## config.mk

```make
export PLATFORM = sky130hd
export DESIGN_NAME = speed_pi_regulator
export DESIGN_NICKNAME = d
export VERILOG_FILES = /design/src/rtl/core/spr_pkg.sv /design/src/rtl/core/speed_pi_regulator.sv
export SDC_FILE = /design/constraint.sdc
export NUM_CORES = 2
export LEC_CHECK = 0
export BUFFER_PORTS_ARGS = -buffer_cell sky130_fd_sc_hd__buf_2
export CELL_PAD_IN_SITES_DETAIL_PLACEMENT = 1
export CELL_PAD_IN_SITES_GLOBAL_PLACEMENT = 1
export CORE_AREA = 2 2 282 353
export DETAILED_ROUTE_END_ITERATION = 12
export DIE_AREA = 0 0 284 355
export HOLD_SLACK_MARGIN = 0.03
export PLACE_DENSITY = 0.68
export SYNTH_ARGS = -nofsm -noshare
export SYNTH_HDL_FRONTEND = slang
export SYNTH_SLANG_ARGS = --single-unit
```

## constraint.sdc

```tcl
create_clock -name clk -period 14.4 [get_ports clk]
set_input_delay 0.72 -clock clk [delete_from_list [all_inputs] [get_ports clk]]
set_output_delay 0.72 -clock clk [all_outputs]
set_load 0.005 [all_outputs]
```

## src/rtl/core/spr_pkg.sv

```systemverilog
// Shared constants and register codes for the speed PI regulator.
`default_nettype none

package spr_pkg;

	localparam int STATE_W         = 23;
	localparam int GAIN_FRAC       = 8;
	localparam int KEEP_ONE        = 256;
	localparam int OUT_W           = 21;
	localparam int TARGET_W        = 14;
	localparam int KEEP_W          = 9;
	localparam int GAIN_W          = 16;
	localparam int LIMIT_W         = 16;
	localparam int CFG_ADDR_W      = 5;
	localparam int CFG_DATA_W      = 32;
	localparam int COUNT_WIDTH_DEF = 13;
	localparam int FRAC_BITS_DEF   = 8;

	localparam logic [TARGET_W-1:0] TARGET_RST = 14'd0;
	localparam logic [KEEP_W-1:0]   KEEP_RST   = 9'd179;
	localparam logic [GAIN_W-1:0]   PROP_RST   = 16'd18688;
	localparam logic [GAIN_W-1:0]   INTEG_RST  = 16'd80;
	localparam logic [LIMIT_W-1:0]  LIMIT_RST  = 16'd10000;

	typedef enum logic [2:0] {
		REG_TARGET = 3'd0,
		REG_KEEP   = 3'd1,
		REG_PROP   = 3'd2,
		REG_INTEG  = 3'd3,
		REG_LIMIT  = 3'd4
	} reg_idx_t;

endpackage

`default_nettype wire

```

## src/rtl/core/speed_pi_regulator.sv

```systemverilog
// Speed PI regulator: low-pass on speed error, clamped integral, shared multiplier.
//
//  channel | direction | handshake            | payload
//  in      | input     | in_valid / in_ready  | left_count, right_count
//  out     | output    | out_valid / out_ready| drive_value
//  cfg     | APB       | psel/penable/pready  | paddr, pwdata, prdata
//
// A transaction is accepted, then runs seven steps of a sequencer
// around one 17 x N multiplier and an accumulator (two filter products, round,
// integrate, two output products, output). in_ready is low during those steps.
// Reset loads the register defaults and clears the filter and integral state.
// A result waiting in the output register stalls only the final step; the next
// transaction is taken while it waits.
`default_nettype none

module speed_pi_regulator
	import spr_pkg::*;
#(
	parameter int COUNT_WIDTH = COUNT_WIDTH_DEF,
	parameter int FRAC_BITS   = FRAC_BITS_DEF
) (
	input  wire logic                          clk,
	input  wire logic                          arst_n,
	input  wire logic                          in_valid,
	output logic                               in_ready,
	input  wire logic signed [COUNT_WIDTH-1:0] left_count,
	input  wire logic signed [COUNT_WIDTH-1:0] right_count,
	output logic                               out_valid,
	input  wire logic                          out_ready,
	output logic signed [OUT_W-1:0]            drive_value,
	input  wire logic                          psel,
	input  wire logic                          penable,
	input  wire logic                          pwrite,
	input  wire logic [CFG_ADDR_W-1:0]         paddr,
	input  wire logic [CFG_DATA_W-1:0]         pwdata,
	output logic [CFG_DATA_W-1:0]              prdata,
	output logic                               pready
);

	localparam int SUM_W  = COUNT_WIDTH + 1;
	localparam int ERR_W  = ((SUM_W > TARGET_W) ? SUM_W : TARGET_W) + 1;
	localparam int BW     = (ERR_W > STATE_W) ? ERR_W : STATE_W;
	localparam int AW     = GAIN_W + 1;
	localparam int PW     = AW + BW;
	localparam int ACC_W  = PW + FRAC_BITS + 1;
	localparam int OUT_SH = GAIN_FRAC + FRAC_BITS;
	localparam int BF_W   = ((LIMIT_W + FRAC_BITS) > STATE_W) ? (LIMIT_W + FRAC_BITS) : STATE_W;

	localparam logic signed [ACC_W-1:0] ST_MAX_A  = ACC_W'((2 ** (STATE_W - 1)) - 1);
	localparam logic signed [ACC_W-1:0] ST_MIN_A  = -ACC_W'(2 ** (STATE_W - 1));
	localparam logic signed [ACC_W-1:0] OUT_MAX_A = ACC_W'((2 ** (OUT_W - 1)) - 1);
	localparam logic signed [ACC_W-1:0] OUT_MIN_A = -ACC_W'(2 ** (OUT_W - 1));
	localparam logic signed [ACC_W-1:0] RND_A     = ACC_W'(2 ** (GAIN_FRAC - 1));
	localparam logic signed [ACC_W-1:0] TRUNC_A   = ACC_W'((2 ** OUT_SH) - 1);
	localparam logic signed [ACC_W-1:0] ZERO_A    = ACC_W'(0);
	localparam logic [BF_W-1:0]         BOUND_MAX = BF_W'((2 ** (STATE_W - 1)) - 1);

	typedef enum logic [7:0] {
		S_IDLE  = 8'b0000_0001,
		S_MUL1  = 8'b0000_0010,
		S_MUL2  = 8'b0000_0100,
		S_FILT  = 8'b0000_1000,
		S_INTEG = 8'b0001_0000,
		S_MUL3  = 8'b0010_0000,
		S_MUL4  = 8'b0100_0000,
		S_OUT   = 8'b1000_0000
	} state_t;

	state_t                      st_q;
	logic [TARGET_W-1:0]         target_q;
	logic [KEEP_W-1:0]           keep_q;
	logic [GAIN_W-1:0]           prop_q;
	logic [GAIN_W-1:0]           integ_gain_q;
	logic [LIMIT_W-1:0]          limit_q;
	logic signed [STATE_W-1:0]   filt_q;
	logic signed [STATE_W-1:0]   integ_q;
	logic signed [ERR_W-1:0]     err_q;
	logic signed [ACC_W-1:0]     acc_q;
	logic                        out_valid_q;
	logic signed [OUT_W-1:0]     drive_q;

	logic                        cfg_wr;
	logic [KEEP_W-1:0]           keep_eff;
	logic signed [AW-1:0]        mul_a;
	logic signed [BW-1:0]        mul_b;
	logic signed [PW-1:0]        prod;
	logic signed [ACC_W-1:0]     prod_ext;
	logic signed [ACC_W-1:0]     filt_sh;
	logic signed [STATE_W-1:0]   filt_new;
	logic [BF_W-1:0]             bound_full;
	logic signed [STATE_W:0]     bound;
	logic signed [STATE_W:0]     integ_sum;
	logic signed [STATE_W:0]     integ_new;
	logic signed [ACC_W-1:0]     out_sh;
	logic signed [OUT_W-1:0]     drive_new;
	logic                        out_free;

	assign pready    = 1'b1;
	assign cfg_wr    = psel && penable && pwrite && pready;
	assign in_ready  = (st_q == S_IDLE);
	assign out_valid = out_valid_q;
	assign drive_value = drive_q;
	assign out_free  = !out_valid_q || out_ready;

	always_comb begin
		case (reg_idx_t'(paddr[4:2]))
			REG_TARGET: prdata = CFG_DATA_W'(target_q);
			REG_KEEP:   prdata = CFG_DATA_W'(keep_q);
			REG_PROP:   prdata = CFG_DATA_W'(prop_q);
			REG_INTEG:  prdata = CFG_DATA_W'(integ_gain_q);
			REG_LIMIT:  prdata = CFG_DATA_W'(limit_q);
			default:    prdata = '0;
		endcase
	end

	always_ff @(posedge clk or negedge arst_n) begin
		if (!arst_n) begin
			target_q     <= TARGET_RST;
			keep_q       <= KEEP_RST;
			prop_q       <= PROP_RST;
			integ_gain_q <= INTEG_RST;
			limit_q      <= LIMIT_RST;
		end else if (cfg_wr) begin
			case (reg_idx_t'(paddr[4:2]))
				REG_TARGET: target_q     <= pwdata[TARGET_W-1:0];
				REG_KEEP:   keep_q       <= pwdata[KEEP_W-1:0];
				REG_PROP:   prop_q       <= pwdata[GAIN_W-1:0];
				REG_INTEG:  integ_gain_q <= pwdata[GAIN_W-1:0];
				REG_LIMIT:  limit_q      <= pwdata[LIMIT_W-1:0];
				default:    ;
			endcase
		end
	end

	assign keep_eff = (keep_q > KEEP_W'(KEEP_ONE)) ? KEEP_W'(KEEP_ONE) : keep_q;

	always_comb begin
		case (st_q)
			S_MUL1: begin
				mul_a = $signed({{(AW-KEEP_W){1'b0}}, keep_eff});
				mul_b = BW'(filt_q);
			end
			S_MUL2: begin
				mul_a = $signed({{(AW-KEEP_W){1'b0}}, KEEP_W'(KEEP_ONE) - keep_eff});
				mul_b = BW'(err_q);
			end
			S_MUL3: begin
				mul_a = $signed({1'b0, prop_q});
				mul_b = BW'(filt_q);
			end
			S_MUL4: begin
				mul_a = $signed({1'b0, integ_gain_q});
				mul_b = BW'(integ_q);
			end
			default: begin
				mul_a = '0;
				mul_b = '0;
			end
		endcase
	end

	assign prod     = mul_a * mul_b;
	assign prod_ext = ACC_W'(prod);

	always_comb begin
		filt_sh = (acc_q + RND_A) >>> GAIN_FRAC;
		if (filt_sh > ST_MAX_A) begin
			filt_new = STATE_W'(ST_MAX_A);
		end else if (filt_sh < ST_MIN_A) begin
			filt_new = STATE_W'(ST_MIN_A);
		end else begin
			filt_new = filt_sh[STATE_W-1:0];
		end
	end

	always_comb begin
		bound_full = BF_W'(limit_q) << FRAC_BITS;
		if (bound_full > BOUND_MAX) begin
			bound = (STATE_W+1)'(BOUND_MAX);
		end else begin
			bound = $signed({1'b0, bound_full[STATE_W-1:0]});
		end
		integ_sum = (STATE_W+1)'(integ_q) + (STATE_W+1)'(filt_q);
		if (integ_sum > bound) begin
			integ_new = bound;
		end else if (integ_sum < -bound) begin
			integ_new = -bound;
		end else begin
			integ_new = integ_sum;
		end
	end

	always_comb begin
		out_sh = (acc_q + (acc_q[ACC_W-1] ? TRUNC_A : ZERO_A)) >>> OUT_SH;
		if (out_sh > OUT_MAX_A) begin
			drive_new = OUT_W'(OUT_MAX_A);
		end else if (out_sh < OUT_MIN_A) begin
			drive_new = OUT_W'(OUT_MIN_A);
		end else begin
			drive_new = out_sh[OUT_W-1:0];
		end
	end

	always_ff @(posedge clk or negedge arst_n) begin
		if (!arst_n) begin
			st_q        <= S_IDLE;
			filt_q      <= '0;
			integ_q     <= '0;
			out_valid_q <= 1'b0;
		end else begin
			if (st_q == S_OUT && out_free) begin
				out_valid_q <= 1'b1;
			end else if (out_ready) begin
				out_valid_q <= 1'b0;
			end
			case (st_q)
				S_IDLE: begin
					if (in_valid) begin
						st_q <= S_MUL1;
					end
				end
				S_MUL1:  st_q <= S_MUL2;
				S_MUL2:  st_q <= S_FILT;
				S_FILT: begin
					filt_q <= filt_new;
					st_q   <= S_INTEG;
				end
				S_INTEG: begin
					integ_q <= integ_new[STATE_W-1:0];
					st_q    <= S_MUL3;
				end
				S_MUL3:  st_q <= S_MUL4;
				S_MUL4:  st_q <= S_OUT;
				S_OUT: begin
					if (out_free) begin
						st_q <= S_IDLE;
					end
				end
				default: st_q <= S_IDLE;
			endcase
		end
	end

	always_ff @(posedge clk) begin
		if (in_valid && in_ready) begin
			err_q <= ERR_W'(left_count) + ERR_W'(right_count) - ERR_W'($signed(target_q));
		end
		case (st_q)
			S_MUL1:  acc_q <= prod_ext;
			S_MUL2:  acc_q <= acc_q + (prod_ext <<< FRAC_BITS);
			S_MUL3:  acc_q <= prod_ext;
			S_MUL4:  acc_q <= acc_q + prod_ext;
			default: ;
		endcase
		if (st_q == S_OUT && out_free) begin
			drive_q <= drive_new;
		end
	end

	a_busy_after_accept: assert property (@(posedge clk) disable iff (!arst_n)
		in_valid && in_ready |=> !in_ready)
		else $error("input taken while a transaction is in progress");

	a_result_latency: assert property (@(posedge clk) disable iff (!arst_n)
		in_valid && in_ready && !out_valid |-> ##8 out_valid)
		else $error("result not presented eight cycles after acceptance");

	a_out_only_from_last_step: assert property (@(posedge clk) disable iff (!arst_n)
		!out_valid ##1 out_valid |-> $past(st_q) == S_OUT)
		else $error("result raised outside the output step");

endmodule

`default_nettype wire
```

==> results.cfg <==
[outcome]
status = finished, final reports clean

[global_routing]
antenna_found_initial = 0
grt_pass1_wl_um = 185300
grt_pass1_vias = 31310
grt_max_degree = 83
gr-total-overflow = 0
grt_usage_pct = 23.42

[cts]
holdBufCountCts = 0
cts_buffer_depth = 3
post-cts-setup-buffer-count = 0
post_cts_resized = 0
cts_buffers = 28
cts_sinks = 211
clock_latency_ns = 0.59
cts_tree = yes
htree_levels = 1
path_clk_slew_ns = 0.06
cts-root-buf = clkbuf_16

[power_and_ir_drop]
peakVddDrop_mv = 0.1055
powerDensity_nw_per_um2 = 112.2
p_leak_nw = 16.90

[die]
ios = 126
core_um2 = 97370
start_util_pct = 34.81
row_count = 128
die_x_um = 284
fp.dieArea_um2 = 100800
die_y_um = 355

[sta]
relSlewSlack_pct = 17.34
fmax_mhz = 77.60
setup_viol = 0
fin_crit_sh_pct = 89.49
tns_ns = 0
tightest_slew_ns = 1.240
fin_crit_ns = 12.89
rsz0062_at_grt = false
maxSlewViolCount = 0
setup_ws_ns = 1.513
final.setup_skew_ns = 0.01171
finalHoldViolCount = 0

[synth]
ys_seq_area_share_pct = 16.89
synth_mux_area_share_pct = 3.581
synth.top_cell.area_share_pct = 22.45
ys_types = 98
ys_seq_elements = 211
avgSynthCellArea_um2 = 8.522
synth_top_family_by_area = adder cells
synth_compound_area_share_pct = 16.23
synth_fa_ha_area_share_pct = 32.89
netlist_instances = 3977
async_reset_ff_share_pct = 59.72
synth_xor_area_share_pct = 5.013
netlist_top_cells_area = fa_1 22%, ha_1 10%, dfrtp_1 8.1%, edfxtp_1 7.5%, inv_1 7.2%
ys.warnings.count = 0
synthSimpleGateAreaFrac_pct = 15.75
synth-edff-count = 85
syn_area_um2 = 33890
ys.flop_type = dfrtp_1
synth_top_cell_by_area = fa_1

[drt]
ant_nets = 0
via_per_inst = 5.497
detail_route.drc_violations = 0
drt-total-wl_um = 118400
num_vias = 29130
wire_per_inst_um = 22.34
dr.pass1.iters = 5
drt_iter0_drc = 1536

[critical_path]
worstSetupPathType = reg2reg
end_kind = flop
r2r_cells = 37
startpoint_type = flop
crit_fanout = 18
ff2ff_setup_slack_ns = 1.51
arrival_ns = 13.21
critPathMaxStageDelay_ns = 0.98
r2r-start = st_q[4]
timing.rr.end = acc_q[46]
slowest_stage = a2111oi_0
cp_data_required_time_ns = 14.72

[layout]
fillers = 11680
n_antenna_cell = 0
drive_gt1_share_pct = 8.877
register_area_um2 = 5725
syn2layout_area_growth_pct = 8.203
multi_input_area_um2 = 25080
fin_nets = 4710

[placed_design]
dp_slack_ns = 1.659
hpwlAfterDp_um = 95860
gp_congestion = 0.9068
portBuffers = 90

[hold_path]
hold_path.class = in2async

[run]
cap_violations = 0
[worst max-delay path: cells and delay by family (launching register included)]
kind / cells / cell delay [ns]
AO/OA/AOI/OAI: 12 / 4.07
XOR/XNOR: 1 / 0.38
adder cells (fa/ha/maj): 8 / 4.01
buffers and inverters: 6 / 0.74
flip-flops: 1 / 0.41
AND/OR/NAND/NOR: 10 / 2.97
[power by group]
group          total, W  internal (W)  switching [W]
sequential      0.00105      0.000794       0.000251
combinational   0.00232      0.000925        0.00140
clock          0.000749      0.000434       0.000315
total           0.00412       0.00215        0.00196
[per-layer routing]
metal,global-route usage (%),share of wire (%)
met1,28.14,41
met2,43.81,52
met3,1.667,3.0
met4,8.242,4.0
met5,0,0
[stage by stage]
stage | hold slack, ns | total power [W] | util [%] | cells | cell area [um2]
after detailed placement | 0.5142 | 0.003341 | 36.67 | 5247 | 35710
after CTS | 0.1122 | 0.004113 | 37.66 | 5299 | 36670
after global placement | 0.5008 | 0.003280 | 36.67 | 5247 | 35710
final | 0.09863 | 0.004116 | 37.66 | 5299 | 36670
after global routing | 0.1303 | 0.004410 | 37.66 | 5299 | 36670
after floorplan | 0.4244 | 0.002611 | - | 3993 | 33950
[cell usage after synthesis, drive strengths merged, types with 17 or more instances]
library cell / count
o22a: 26
o21a: 27
nor3: 58
a22oi: 47
mux2: 82
nor2b: 27
and2: 42
a21o: 86
fa: 380
edfxtp: 85
ha: 283
o21ai: 161
o21bai: 17
nor2: 375
o31ai: 18
nand2: 388
inv: 648
o22ai: 25
o221ai: 28
a211oi: 21
nand3: 73
a221oi: 19
a31oi: 19
clkbuf: 125
buf: 59
nand2b: 24
a21oi: 185
a221o: 21
nand4: 44
nor4: 21
and3: 20
dfrtp: 110
xnor2: 120
xor2: 74
mux2i: 29
[state kept, by name, summed over array words and instances, names as in the netlist]
name          cells
keep_q            9
filt_q           23
acc_q            49
err_q            15
out_valid         1
limit_q          16
drive_value      21
prop_q           16
st_q              8
integ_q          23
integ_gain_q     16
target_q         14
[layout make-up]
type | instances | area share, %
clock buffers | 34 | 2.081
clock inverters | 18 | 0.5527
inverters | 651 | 6.663
multi-input cells | 2947 | 68.39
flip-flops and latches | 211 | 15.61
well taps | 1300 | 4.436
repair buffers | 138 | 2.262
[worst max path at each step]
stage | start | endpoint | cells after the start
final | st_q[4] | acc_q[46] | 37
after global routing | st_q[4] | acc_q[46] | 35
after CTS | st_q[4] | acc_q[46] | 41
after detailed placement | st_q[4] | acc_q[46] | 41
after global placement | st_q[4] | acc_q[46] | 37
after floorplan | st_q[3] | acc_q[44] | 41
[placed cells by master (no fill, tap or decap), drive strengths merged, types with 21 or more instances in the layout]
| cell type | count |
|---|---|
| nand2b | 24 |
| nor4 | 21 |
| inv | 651 |
| nand4 | 44 |
| buf | 138 |
| xor2 | 74 |
| and2 | 42 |
| nor3 | 58 |
| nor2b | 27 |
| o21ai | 161 |
| o22a | 26 |
| o21a | 27 |
| dfrtp | 110 |
| mux2 | 82 |
| o22ai | 25 |
| clkbuf | 34 |
| a21o | 86 |
| nor2 | 375 |
| edfxtp | 85 |
| a221o | 21 |
| a211oi | 21 |
| fa | 380 |
| nand3 | 73 |
| ha | 283 |
| nand2 | 388 |
| mux2i | 29 |
| a21oi | 185 |
| a22oi | 47 |
| xnor2 | 120 |
| o221ai | 28 |
[cells by family (layout without fill, tap and decap cells)]
kind of cell               after synthesis  count (layout)
xor gates and xnor gates               194             194
AOI/OAI and AO/OA                      803             803
adders and majority gates              663             663
and+or+nand+nor                       1158            1158
muxes                                  111             111
buffers and inverters                  835             841
DFF                                    211             211
other                                    2              18
Power figures use the tool's default switching activity.
